$ cat src/rtl/core/ppid_pkg.sv
package ppid_pkg;

    localparam int DATA_W = 32;
    localparam int DIV_W  = 16;
    localparam int PC_W   = 4;
    localparam int DIV_STEPS = 32;
    localparam int CNT_W  = 5;

    typedef enum logic [3:0] {
        OP_LOAD     = 4'd0,
        OP_INTEG    = 4'd1,
        OP_MUL_P    = 4'd2,
        OP_MAC_I    = 4'd3,
        OP_MAC_D    = 4'd4,
        OP_ACC      = 4'd5,
        OP_DIV_INIT = 4'd6,
        OP_DIV_STEP = 4'd7,
        OP_EMIT     = 4'd8,
        OP_NOP      = 4'd9
    } t_op;

    typedef enum logic [2:0] {
        C_NEXT     = 3'd0,
        C_NO_START = 3'd1,
        C_DIV_MORE = 3'd2,
        C_OUT_BUSY = 3'd3,
        C_ALWAYS   = 3'd4
    } t_cond;

    typedef struct packed {
        t_op              op;
        t_cond            cond;
        logic [PC_W-1:0]  target;
    } t_ctrl;

    typedef struct packed {
        logic div_more;
        logic out_busy;
    } t_stat;

    localparam logic [PC_W-1:0] S_WAIT = 4'd0;
    localparam logic [PC_W-1:0] S_DIV  = 4'd7;
    localparam logic [PC_W-1:0] S_EMIT = 4'd8;

    // microprogram: one control word per step
    function automatic t_ctrl rom_word(logic [PC_W-1:0] pc);
        t_ctrl w;
        w = '{op: OP_NOP, cond: C_ALWAYS, target: S_WAIT};
        case (pc)
            4'd0: w = '{op: OP_LOAD,     cond: C_NO_START, target: S_WAIT};
            4'd1: w = '{op: OP_INTEG,    cond: C_NEXT,     target: S_WAIT};
            4'd2: w = '{op: OP_MUL_P,    cond: C_NEXT,     target: S_WAIT};
            4'd3: w = '{op: OP_MAC_I,    cond: C_NEXT,     target: S_WAIT};
            4'd4: w = '{op: OP_MAC_D,    cond: C_NEXT,     target: S_WAIT};
            4'd5: w = '{op: OP_ACC,      cond: C_NEXT,     target: S_WAIT};
            4'd6: w = '{op: OP_DIV_INIT, cond: C_NEXT,     target: S_WAIT};
            4'd7: w = '{op: OP_DIV_STEP, cond: C_DIV_MORE, target: S_DIV};
            4'd8: w = '{op: OP_EMIT,     cond: C_OUT_BUSY, target: S_EMIT};
            4'd9: w = '{op: OP_NOP,      cond: C_ALWAYS,   target: S_WAIT};
            default: w = '{op: OP_NOP,   cond: C_ALWAYS,   target: S_WAIT};
        endcase
        return w;
    endfunction

endpackage

$ cat src/rtl/core/ppid_seq.sv
module ppid_seq (
    input  logic                  i_clk,
    input  logic                  i_rst_n,
    input  logic                  i_in_valid,
    input  ppid_pkg::t_stat       i_stat,
    output ppid_pkg::t_ctrl       o_ctrl,
    output logic                  o_in_ready
);

    logic [ppid_pkg::PC_W-1:0] r_pc;
    logic [ppid_pkg::PC_W-1:0] n_pc;
    ppid_pkg::t_ctrl           ctrl;
    logic                      take;

    assign ctrl = ppid_pkg::rom_word(r_pc);

    always_comb begin
        case (ctrl.cond)
            ppid_pkg::C_NEXT:     take = 1'b0;
            ppid_pkg::C_NO_START: take = !i_in_valid;
            ppid_pkg::C_DIV_MORE: take = i_stat.div_more;
            ppid_pkg::C_OUT_BUSY: take = i_stat.out_busy;
            ppid_pkg::C_ALWAYS:   take = 1'b1;
            default:              take = 1'b1;
        endcase
        n_pc = take ? ctrl.target : r_pc + 1'b1;
    end

    always_ff @(posedge i_clk) begin
        if (!i_rst_n) begin
            r_pc <= ppid_pkg::S_WAIT;
        end else begin
            r_pc <= n_pc;
        end
    end

    assign o_ctrl     = ctrl;
    assign o_in_ready = (ctrl.op == ppid_pkg::OP_LOAD);

endmodule

$ cat src/rtl/core/ppid_dp.sv
module ppid_dp #(
    parameter int SAMPLE_WIDTH = 16,
    parameter int GAIN_WIDTH   = 16
) (
    input  logic                                  i_clk,
    input  logic                                  i_rst_n,
    input  ppid_pkg::t_ctrl                       i_ctrl,
    input  logic                                  i_in_valid,
    input  logic signed [SAMPLE_WIDTH-1:0]        i_setpoint,
    input  logic signed [SAMPLE_WIDTH-1:0]        i_measured,
    input  logic signed [GAIN_WIDTH-1:0]          i_gain_p,
    input  logic signed [GAIN_WIDTH-1:0]          i_gain_i,
    input  logic signed [GAIN_WIDTH-1:0]          i_gain_d,
    input  logic [ppid_pkg::DIV_W-1:0]            i_divisor,
    input  logic signed [ppid_pkg::DATA_W-1:0]    i_integral_floor,
    input  logic signed [ppid_pkg::DATA_W-1:0]    i_integral_ceiling,
    input  logic signed [ppid_pkg::DATA_W-1:0]    i_output_floor,
    input  logic signed [ppid_pkg::DATA_W-1:0]    i_output_ceiling,
    input  logic                                  i_out_ready,
    output ppid_pkg::t_stat                       o_stat,
    output logic                                  o_out_valid,
    output logic signed [ppid_pkg::DATA_W-1:0]    o_drive
);

    localparam int DW     = ppid_pkg::DATA_W;
    localparam int ERR_W  = SAMPLE_WIDTH + 1;
    localparam int DER_W  = SAMPLE_WIDTH + 2;
    localparam int OPD_W  = (DER_W > DW) ? DER_W : DW;
    localparam int PROD_W = GAIN_WIDTH + OPD_W;
    localparam int ACC_W  = PROD_W + 2;
    localparam int QW     = ppid_pkg::DIV_W;

    localparam logic signed [DW-1:0] S_MAX = {1'b0, {(DW-1){1'b1}}};
    localparam logic signed [DW-1:0] S_MIN = {1'b1, {(DW-1){1'b0}}};

    function automatic logic signed [DW-1:0] clamp(
        logic signed [DW-1:0] v, logic signed [DW-1:0] lo, logic signed [DW-1:0] hi);
        logic signed [DW-1:0] r;
        r = v;
        if (lo < hi) begin
            if (v > hi) r = hi;
            else if (v < lo) r = lo;
        end
        return r;
    endfunction

    logic signed [ERR_W-1:0]  r_err;
    logic signed [ERR_W-1:0]  r_prev;
    logic signed [DER_W-1:0]  r_der;
    logic signed [DW-1:0]     r_integ;
    logic signed [PROD_W-1:0] r_prod;
    logic signed [ACC_W-1:0]  r_acc;
    logic [DW-1:0]            r_dvd;
    logic [QW-1:0]            r_rem;
    logic                     r_neg;
    logic [ppid_pkg::CNT_W-1:0] r_cnt;
    logic                     r_out_valid;
    logic signed [DW-1:0]     r_drive;

    logic                     load;
    logic signed [ERR_W-1:0]  n_err;
    logic signed [DW:0]       integ_sum;
    logic signed [DW-1:0]     integ_sat;
    logic signed [GAIN_WIDTH-1:0] mul_a;
    logic signed [OPD_W-1:0]  mul_b;
    logic signed [DW-1:0]     raw;
    logic [ACC_W-DW:0]        acc_top;
    logic [QW:0]              rem_sh;
    logic                     q_bit;
    logic signed [DW-1:0]     quot;

    assign load  = (i_ctrl.op == ppid_pkg::OP_LOAD) && i_in_valid;
    assign n_err = ERR_W'(i_setpoint) - ERR_W'(i_measured);

    // integral update saturates before the clamp
    always_comb begin
        integ_sum = (DW+1)'(r_integ) + (DW+1)'(r_err);
        if (integ_sum[DW] != integ_sum[DW-1]) begin
            integ_sat = integ_sum[DW] ? S_MIN : S_MAX;
        end else begin
            integ_sat = integ_sum[DW-1:0];
        end
    end

    // shared multiplier operand select
    always_comb begin
        case (i_ctrl.op)
            ppid_pkg::OP_MAC_I: begin
                mul_a = i_gain_i;
                mul_b = OPD_W'(r_integ);
            end
            ppid_pkg::OP_MAC_D: begin
                mul_a = i_gain_d;
                mul_b = OPD_W'(r_der);
            end
            default: begin
                mul_a = i_gain_p;
                mul_b = OPD_W'(r_err);
            end
        endcase
    end

    // weighted sum to 32-bit signed
    always_comb begin
        acc_top = r_acc[ACC_W-1:DW-1];
        if (acc_top == '0 || acc_top == '1) begin
            raw = r_acc[DW-1:0];
        end else begin
            raw = r_acc[ACC_W-1] ? S_MIN : S_MAX;
        end
    end

    // one restoring divide step on the magnitude
    always_comb begin
        rem_sh = {r_rem, r_dvd[DW-1]};
        q_bit  = (rem_sh >= {1'b0, i_divisor});
        quot   = r_neg ? -$signed(r_dvd) : $signed(r_dvd);
    end

    always_ff @(posedge i_clk) begin
        if (!i_rst_n) begin
            r_prev      <= '0;
            r_integ     <= '0;
            r_cnt       <= '0;
            r_out_valid <= 1'b0;
        end else begin
            if (load) begin
                r_prev <= n_err;
            end
            if (i_ctrl.op == ppid_pkg::OP_INTEG) begin
                r_integ <= clamp(integ_sat, i_integral_floor, i_integral_ceiling);
            end
            if (i_ctrl.op == ppid_pkg::OP_DIV_INIT) begin
                r_cnt <= '0;
            end else if (i_ctrl.op == ppid_pkg::OP_DIV_STEP) begin
                r_cnt <= r_cnt + 1'b1;
            end
            if (i_ctrl.op == ppid_pkg::OP_EMIT && !o_stat.out_busy) begin
                r_out_valid <= 1'b1;
            end else if (i_out_ready) begin
                r_out_valid <= 1'b0;
            end
        end
    end

    always_ff @(posedge i_clk) begin
        if (load) begin
            r_err <= n_err;
            r_der <= DER_W'(n_err) - DER_W'(r_prev);
        end
        case (i_ctrl.op)
            ppid_pkg::OP_INTEG: begin
                r_acc <= '0;
            end
            ppid_pkg::OP_MUL_P: begin
                r_prod <= mul_a * mul_b;
            end
            ppid_pkg::OP_MAC_I, ppid_pkg::OP_MAC_D: begin
                r_acc  <= r_acc + ACC_W'(r_prod);
                r_prod <= mul_a * mul_b;
            end
            ppid_pkg::OP_ACC: begin
                r_acc <= r_acc + ACC_W'(r_prod);
            end
            ppid_pkg::OP_DIV_INIT: begin
                r_neg <= raw[DW-1];
                r_dvd <= raw[DW-1] ? DW'(-raw) : DW'(raw);
                r_rem <= '0;
            end
            ppid_pkg::OP_DIV_STEP: begin
                r_rem <= q_bit ? QW'(rem_sh - {1'b0, i_divisor}) : QW'(rem_sh);
                r_dvd <= {r_dvd[DW-2:0], q_bit};
            end
            ppid_pkg::OP_EMIT: begin
                if (!o_stat.out_busy) begin
                    r_drive <= clamp(quot, i_output_floor, i_output_ceiling);
                end
            end
            default: begin
            end
        endcase
    end

    assign o_stat.div_more = (r_cnt != ppid_pkg::CNT_W'(ppid_pkg::DIV_STEPS - 1));
    assign o_stat.out_busy = r_out_valid && !i_out_ready;
    assign o_out_valid     = r_out_valid;
    assign o_drive         = r_drive;

endmodule

$ cat src/rtl/core/positional_pid_controller_top.sv
// Positional PID controller: each item (setpoint, measured) gives one drive value,
// (gain_p*e + gain_i*integral + gain_d*(e - previous e)) saturated to 32 bits, divided by
// divisor toward zero and clamped. Items are handled one at a time: each item runs
// through the nine single steps and the 32-step serial divider of the microprogram,
// and the next item is taken only once the program is back in its wait step. A result
// left untaken in the output register stalls the program only when the following result
// is ready. The user must write registers over the APB port only while the block is
// idle; the block itself does not enforce this. Reset clears the stored error and
// integral.
module positional_pid_controller_top #(
    parameter int SAMPLE_WIDTH = 16,
    parameter int GAIN_WIDTH   = 16
) (
    input  logic                           i_clk,
    input  logic                           i_rst_n,
    input  logic                           i_in_valid,
    output logic                           o_in_ready,
    input  logic signed [SAMPLE_WIDTH-1:0] i_setpoint,
    input  logic signed [SAMPLE_WIDTH-1:0] i_measured,
    output logic                           o_out_valid,
    input  logic                           i_out_ready,
    output logic signed [31:0]             o_drive,
    input  logic                           psel,
    input  logic                           penable,
    input  logic                           pwrite,
    input  logic [4:0]                     paddr,
    input  logic [31:0]                    pwdata,
    output logic [31:0]                    prdata,
    output logic                           pready
);

    localparam logic [2:0] REG_GAIN_P  = 3'd0;
    localparam logic [2:0] REG_GAIN_I  = 3'd1;
    localparam logic [2:0] REG_GAIN_D  = 3'd2;
    localparam logic [2:0] REG_DIVISOR = 3'd3;
    localparam logic [2:0] REG_INT_LO  = 3'd4;
    localparam logic [2:0] REG_INT_HI  = 3'd5;
    localparam logic [2:0] REG_OUT_LO  = 3'd6;
    localparam logic [2:0] REG_OUT_HI  = 3'd7;

    localparam int DW = ppid_pkg::DATA_W;
    localparam int QW = ppid_pkg::DIV_W;

    logic signed [GAIN_WIDTH-1:0] r_gain_p;
    logic signed [GAIN_WIDTH-1:0] r_gain_i;
    logic signed [GAIN_WIDTH-1:0] r_gain_d;
    logic [QW-1:0]                r_divisor;
    logic signed [DW-1:0]         r_int_lo;
    logic signed [DW-1:0]         r_int_hi;
    logic signed [DW-1:0]         r_out_lo;
    logic signed [DW-1:0]         r_out_hi;

    logic            wr_en;
    logic [2:0]      reg_idx;
    ppid_pkg::t_ctrl ctrl;
    ppid_pkg::t_stat stat;

    assign pready  = 1'b1;
    assign wr_en   = psel && penable && pwrite && pready;
    assign reg_idx = paddr[4:2];

    always_ff @(posedge i_clk) begin
        if (!i_rst_n) begin
            r_gain_p  <= '0;
            r_gain_i  <= '0;
            r_gain_d  <= '0;
            r_divisor <= QW'(1);
            r_int_lo  <= '0;
            r_int_hi  <= '0;
            r_out_lo  <= '0;
            r_out_hi  <= '0;
        end else if (wr_en) begin
            case (reg_idx)
                REG_GAIN_P:  r_gain_p <= pwdata[GAIN_WIDTH-1:0];
                REG_GAIN_I:  r_gain_i <= pwdata[GAIN_WIDTH-1:0];
                REG_GAIN_D:  r_gain_d <= pwdata[GAIN_WIDTH-1:0];
                // a zero divisor is stored as one
                REG_DIVISOR: r_divisor <= (pwdata[QW-1:0] == '0) ? QW'(1) : pwdata[QW-1:0];
                REG_INT_LO:  r_int_lo <= pwdata;
                REG_INT_HI:  r_int_hi <= pwdata;
                REG_OUT_LO:  r_out_lo <= pwdata;
                REG_OUT_HI:  r_out_hi <= pwdata;
                default: begin
                end
            endcase
        end
    end

    always_comb begin
        case (reg_idx)
            REG_GAIN_P:  prdata = DW'(r_gain_p);
            REG_GAIN_I:  prdata = DW'(r_gain_i);
            REG_GAIN_D:  prdata = DW'(r_gain_d);
            REG_DIVISOR: prdata = DW'(r_divisor);
            REG_INT_LO:  prdata = r_int_lo;
            REG_INT_HI:  prdata = r_int_hi;
            REG_OUT_LO:  prdata = r_out_lo;
            REG_OUT_HI:  prdata = r_out_hi;
            default:     prdata = '0;
        endcase
    end

    ppid_seq u_seq (
        .i_clk      (i_clk),
        .i_rst_n    (i_rst_n),
        .i_in_valid (i_in_valid),
        .i_stat     (stat),
        .o_ctrl     (ctrl),
        .o_in_ready (o_in_ready)
    );

    ppid_dp #(
        .SAMPLE_WIDTH (SAMPLE_WIDTH),
        .GAIN_WIDTH   (GAIN_WIDTH)
    ) u_dp (
        .i_clk              (i_clk),
        .i_rst_n            (i_rst_n),
        .i_ctrl             (ctrl),
        .i_in_valid         (i_in_valid),
        .i_setpoint         (i_setpoint),
        .i_measured         (i_measured),
        .i_gain_p           (r_gain_p),
        .i_gain_i           (r_gain_i),
        .i_gain_d           (r_gain_d),
        .i_divisor          (r_divisor),
        .i_integral_floor   (r_int_lo),
        .i_integral_ceiling (r_int_hi),
        .i_output_floor     (r_out_lo),
        .i_output_ceiling   (r_out_hi),
        .i_out_ready        (i_out_ready),
        .o_stat             (stat),
        .o_out_valid        (o_out_valid),
        .o_drive            (o_drive)
    );

endmodule

$ cat config.mk
export PLATFORM = sky130hd
export DESIGN_NAME = positional_pid_controller_top
export DESIGN_NICKNAME = d
export VERILOG_FILES = /design/src/rtl/core/ppid_pkg.sv /design/src/rtl/core/ppid_seq.sv /design/src/rtl/core/ppid_dp.sv /design/src/rtl/core/positional_pid_controller_top.sv
export SDC_FILE = /design/constraint.sdc
export NUM_CORES = 2
export LEC_CHECK = 0
export ABC_AREA = 1
export BUFFER_PORTS_ARGS = -buffer_cell sky130_fd_sc_hd__clkbuf_2
export CAP_MARGIN = 20
export CORE_UTILIZATION = 30
export CTS_BUF_LIST = sky130_fd_sc_hd__clkbuf_8
export CTS_CLUSTER_SIZE = 24
export DETAILED_ROUTE_END_ITERATION = 12
export PLACE_DENSITY_LB_ADDON = 0.2
export REMOVE_ABC_BUFFERS = 1
export SETUP_SLACK_MARGIN = 0.05
export SLEW_MARGIN = 20
export SYNTH_ARGS = -nofsm -noshare
export SYNTH_HDL_FRONTEND = slang
export SYNTH_SLANG_ARGS = --single-unit
$ cat constraint.sdc
create_clock -name i_clk -period 8.3 [get_ports i_clk]
set_input_delay 0.415 -clock i_clk [delete_from_list [all_inputs] [get_ports i_clk]]
set_output_delay 0.415 -clock i_clk [all_outputs]
set_load 0.03 [all_outputs]
==> out/metrics.cfg <==
[finish]
syn2layout_area_growth_pct = 11.34
multi_input_area_um2 = 33230
fillers = 17660
nNetsFinal = 7635
seq_area_um2 = 11630
drive_above_1_share_pct = 8.589

[synthesis]
synthTopCellsByCount = inv_1, nand2_1, a21oi_1, fa_1, o21ai_0
synth-edff-count = 214
netlist.area_leader.share_pct = 19.48
synth.ff_latch_count = 474
asyncSetResetFlopFracSynth_pct = 0
synth.distinct_cells = 66
yosys_warnings = 0
syn_inst = 6473
syn_area_um2 = 50470
synth.area.top_cells = fa_1, edfxtp_1, ha_1, dfxtp_1, inv_1
yosys.area.top_type = fa_1
ys.flop_type = dfxtp_1
yosysMostFrequentCell = inv_1
avgSynthCellArea_um2 = 7.797
yosysSeqAreaShare_pct = 23.05

[floorplan]
fp.dieW_um = 412.2
fp.dieH_um = 412.2
die-area_um2 = 169900
core_um2 = 167000
initial_core_util_pct = 30.21
ioPinCount = 143
num_rows = 150

[route]
drt_iter0_drc = 3065
vias = 43760
drcViolationCount = 0
wl_per_cell_um = 19.33
wl_um = 172200
antenna_left = 0
first_pass_iters = 6
viasPerCell = 4.911

[worst_setup_path]
critPathMaxStageDelay_ps = 550
cp_data_arrival_time_ps = 8280
crit_fanout = 9
start_kind = flip-flop
cp.required_ps = 8830
slowest_stage = fa_1
worstSetupEndpointType = flip-flop
worstSetupPathType = reg2reg
crit_top_cell = inv_1
crit_path_start = u_seq.o_ctrl[7]
r2r_start = u_seq.o_ctrl[7]

[pwr]
power_density_nw_per_um2 = 272.5
p_leak_nw = 26.07
intPower_w = 0.007360
total_power_w = 0.01531
ir_drop_v = 0.0003099
switching_share_pct = 51.93
pwr-share-comb_pct = 61.6
seq_power_share_pct = 23.0
clockPowerShare_pct = 15.4
p_switching_w = 0.007950

[clocking]
clkTransAtPathRegs_ps = 60
clk_latency_ps = 820
cts_made_buffers = 90
tritoncts = built
clk_path_buf_depth = 3
clkSinkCount = 474
h-tree-depth = 3
root_buffer = clkbuf_8

[grt]
grt_antenna_before_repair = 3
grt_pass1_vias = 43460
grt_pass1_wl_um = 265900
use_met3_pct = 2.014
grt_usage_pct = 20.40
grtUsageMet1_pct = 27.32
use_met2_pct = 34.33
grt.busiest_layer = met2
grt_max_degree = 98
overflow = 0

[timing]
period_minus_slack_ps = 7749
worst_pin_slew_ps = 1166
slew_viol_final = 0
slew_headroom_pct = 22.00
max_freq_ghz = 0.1290
fin_ws_ps = 550.9
rsz0062_at_grt = false
fin_crit_sh_pct = 93.36
finalHoldViolations = 0
setup_viol = 0
clock_skew_ps = 59.63
hold_slack_ps = 92.19

[placed_design]
place_congestion = 0.9072
io_buffer_count = 139
dp_hpwl_um = 139100
place_worst_setup_slack_ps = 86.06

[outcome]
outcome = finished clean

[run]
drv_cap = 0

[min_path]
holdCritPathClass = in2reg
hold_start = pwdata[0]

## metal layers
metal | vias up | routed length (um)
met1 | 21250 | 77160
met3 | 193 | 8235
met5 | - | 0
met4 | 0 | 5417
li1 | 21250 | -
met2 | 1074 | 81410
## cells in the final DEF (no fill, tap or decap), drive strengths merged, types with 17 or more instances in the layout
master	count
a21oi	714
a221oi	18
a31oi	41
buf	136
clkbuf	241
clkinv	52
dfxtp	260
dlygate4sd3	17
edfxtp	214
fa	491
ha	437
inv	1298
nand2	1113
nand3	195
nand4	47
nor2	399
nor3	44
o2111ai	19
o21ai	513
o21bai	26
o221ai	17
o22ai	55
or2	43
xnor2	63
xor2	121
## area by class of cell
class	instances	area share (%)
multi-input combinational	4485	59.15
timing repair buffer	291	3.436
tap	2204	4.908
inverter	1289	8.618
antenna	1	0.004454
sequential	474	20.70
clock buffer	103	2.523
clock inverter	64	0.6636
## metrics by stage
stage                     util (%)  instance area [um2]  setup TNS, ps  std cells
after floorplan                  -                49530         -31270       6248
after global placement       32.40                54120              0       8724
after detailed placement     32.40                54130              0       8724
after CTS                    33.58                56090              0       8908
after global routing         33.64                56190              0       8911
final                        33.64                56190              0       8911
## logic make-up (layout without fill, tap and decap cells)
kind of cell / count (synthesis) / count (layout) / synth area share [%]
AO/OA/AOI/OAI: 1502 / 1502 / 16.43
adder cells (fa/ha/maj): 928 / 928 / 30.31
flip-flops: 474 / 474 / 23.05
buffers and inverters: 1514 / 1747 / 11.44
other: 1 / 2 / 0.007431
XOR/XNOR: 184 / 184 / 3.193
AND/OR/NAND/NOR: 1870 / 1870 / 15.57
## critical path, delay by kind of cell (launching register included)
| family | cells | cell delay [ps] |
|---|---|---|
| adder cells (fa/ha/maj) | 7 | 3270 |
| AO/OA/AOI/OAI | 11 | 2290 |
| buffers and inverters | 9 | 970 |
| AND/OR/NAND/NOR | 5 | 480 |
| flip-flops | 1 | 380 |
| XOR/XNOR | 1 | 90 |
## path summary, 6_finish.rpt
path / to / slack [ps] / depth (start not counted)
max: u_dp.r_prod[47] / 550 / 33
min: r_out_hi[0] / 90 / 3
max reg2reg: u_dp.r_prod[47] / 550 / 33
min reg2reg: u_dp.r_cnt[3] / 460 / 2
## state kept, by name (all words and copies together), names as in the netlist, 17 cells and up
register      cells
u_dp.r_err       17
u_dp.r_der       18
u_dp.r_prod      48
r_int_hi         32
r_out_hi         32
r_int_lo         32
u_dp.r_acc       50
u_dp.r_prev      17
u_dp.r_dvd       32
u_dp.r_integ     32
r_out_lo         32
u_dp.o_drive     32
## power groups by stage
stage	sequential, W	clock (W)	combinational (W)
2_1_floorplan	0.00339	0	0.00641
3_3_place_gp	0.00357	0	0.00928
3_5_place_dp	0.00356	0	0.00937
4_1_cts	0.00352	0.00243	0.00943
5_1_grt	0.00355	0.00253	0.0107
6_report	0.00352	0.00236	0.00944
## what timing repair did
item | in CTS | in global routing
buffers inserted | 0 | 1
endpoints found under the setup margin | 0 | 21
gates resized for setup | 0 | 24
hold buffers | 17 | 0
hold endpoints to repair | 61 | 0
Power figures use the tool's default switching activity.
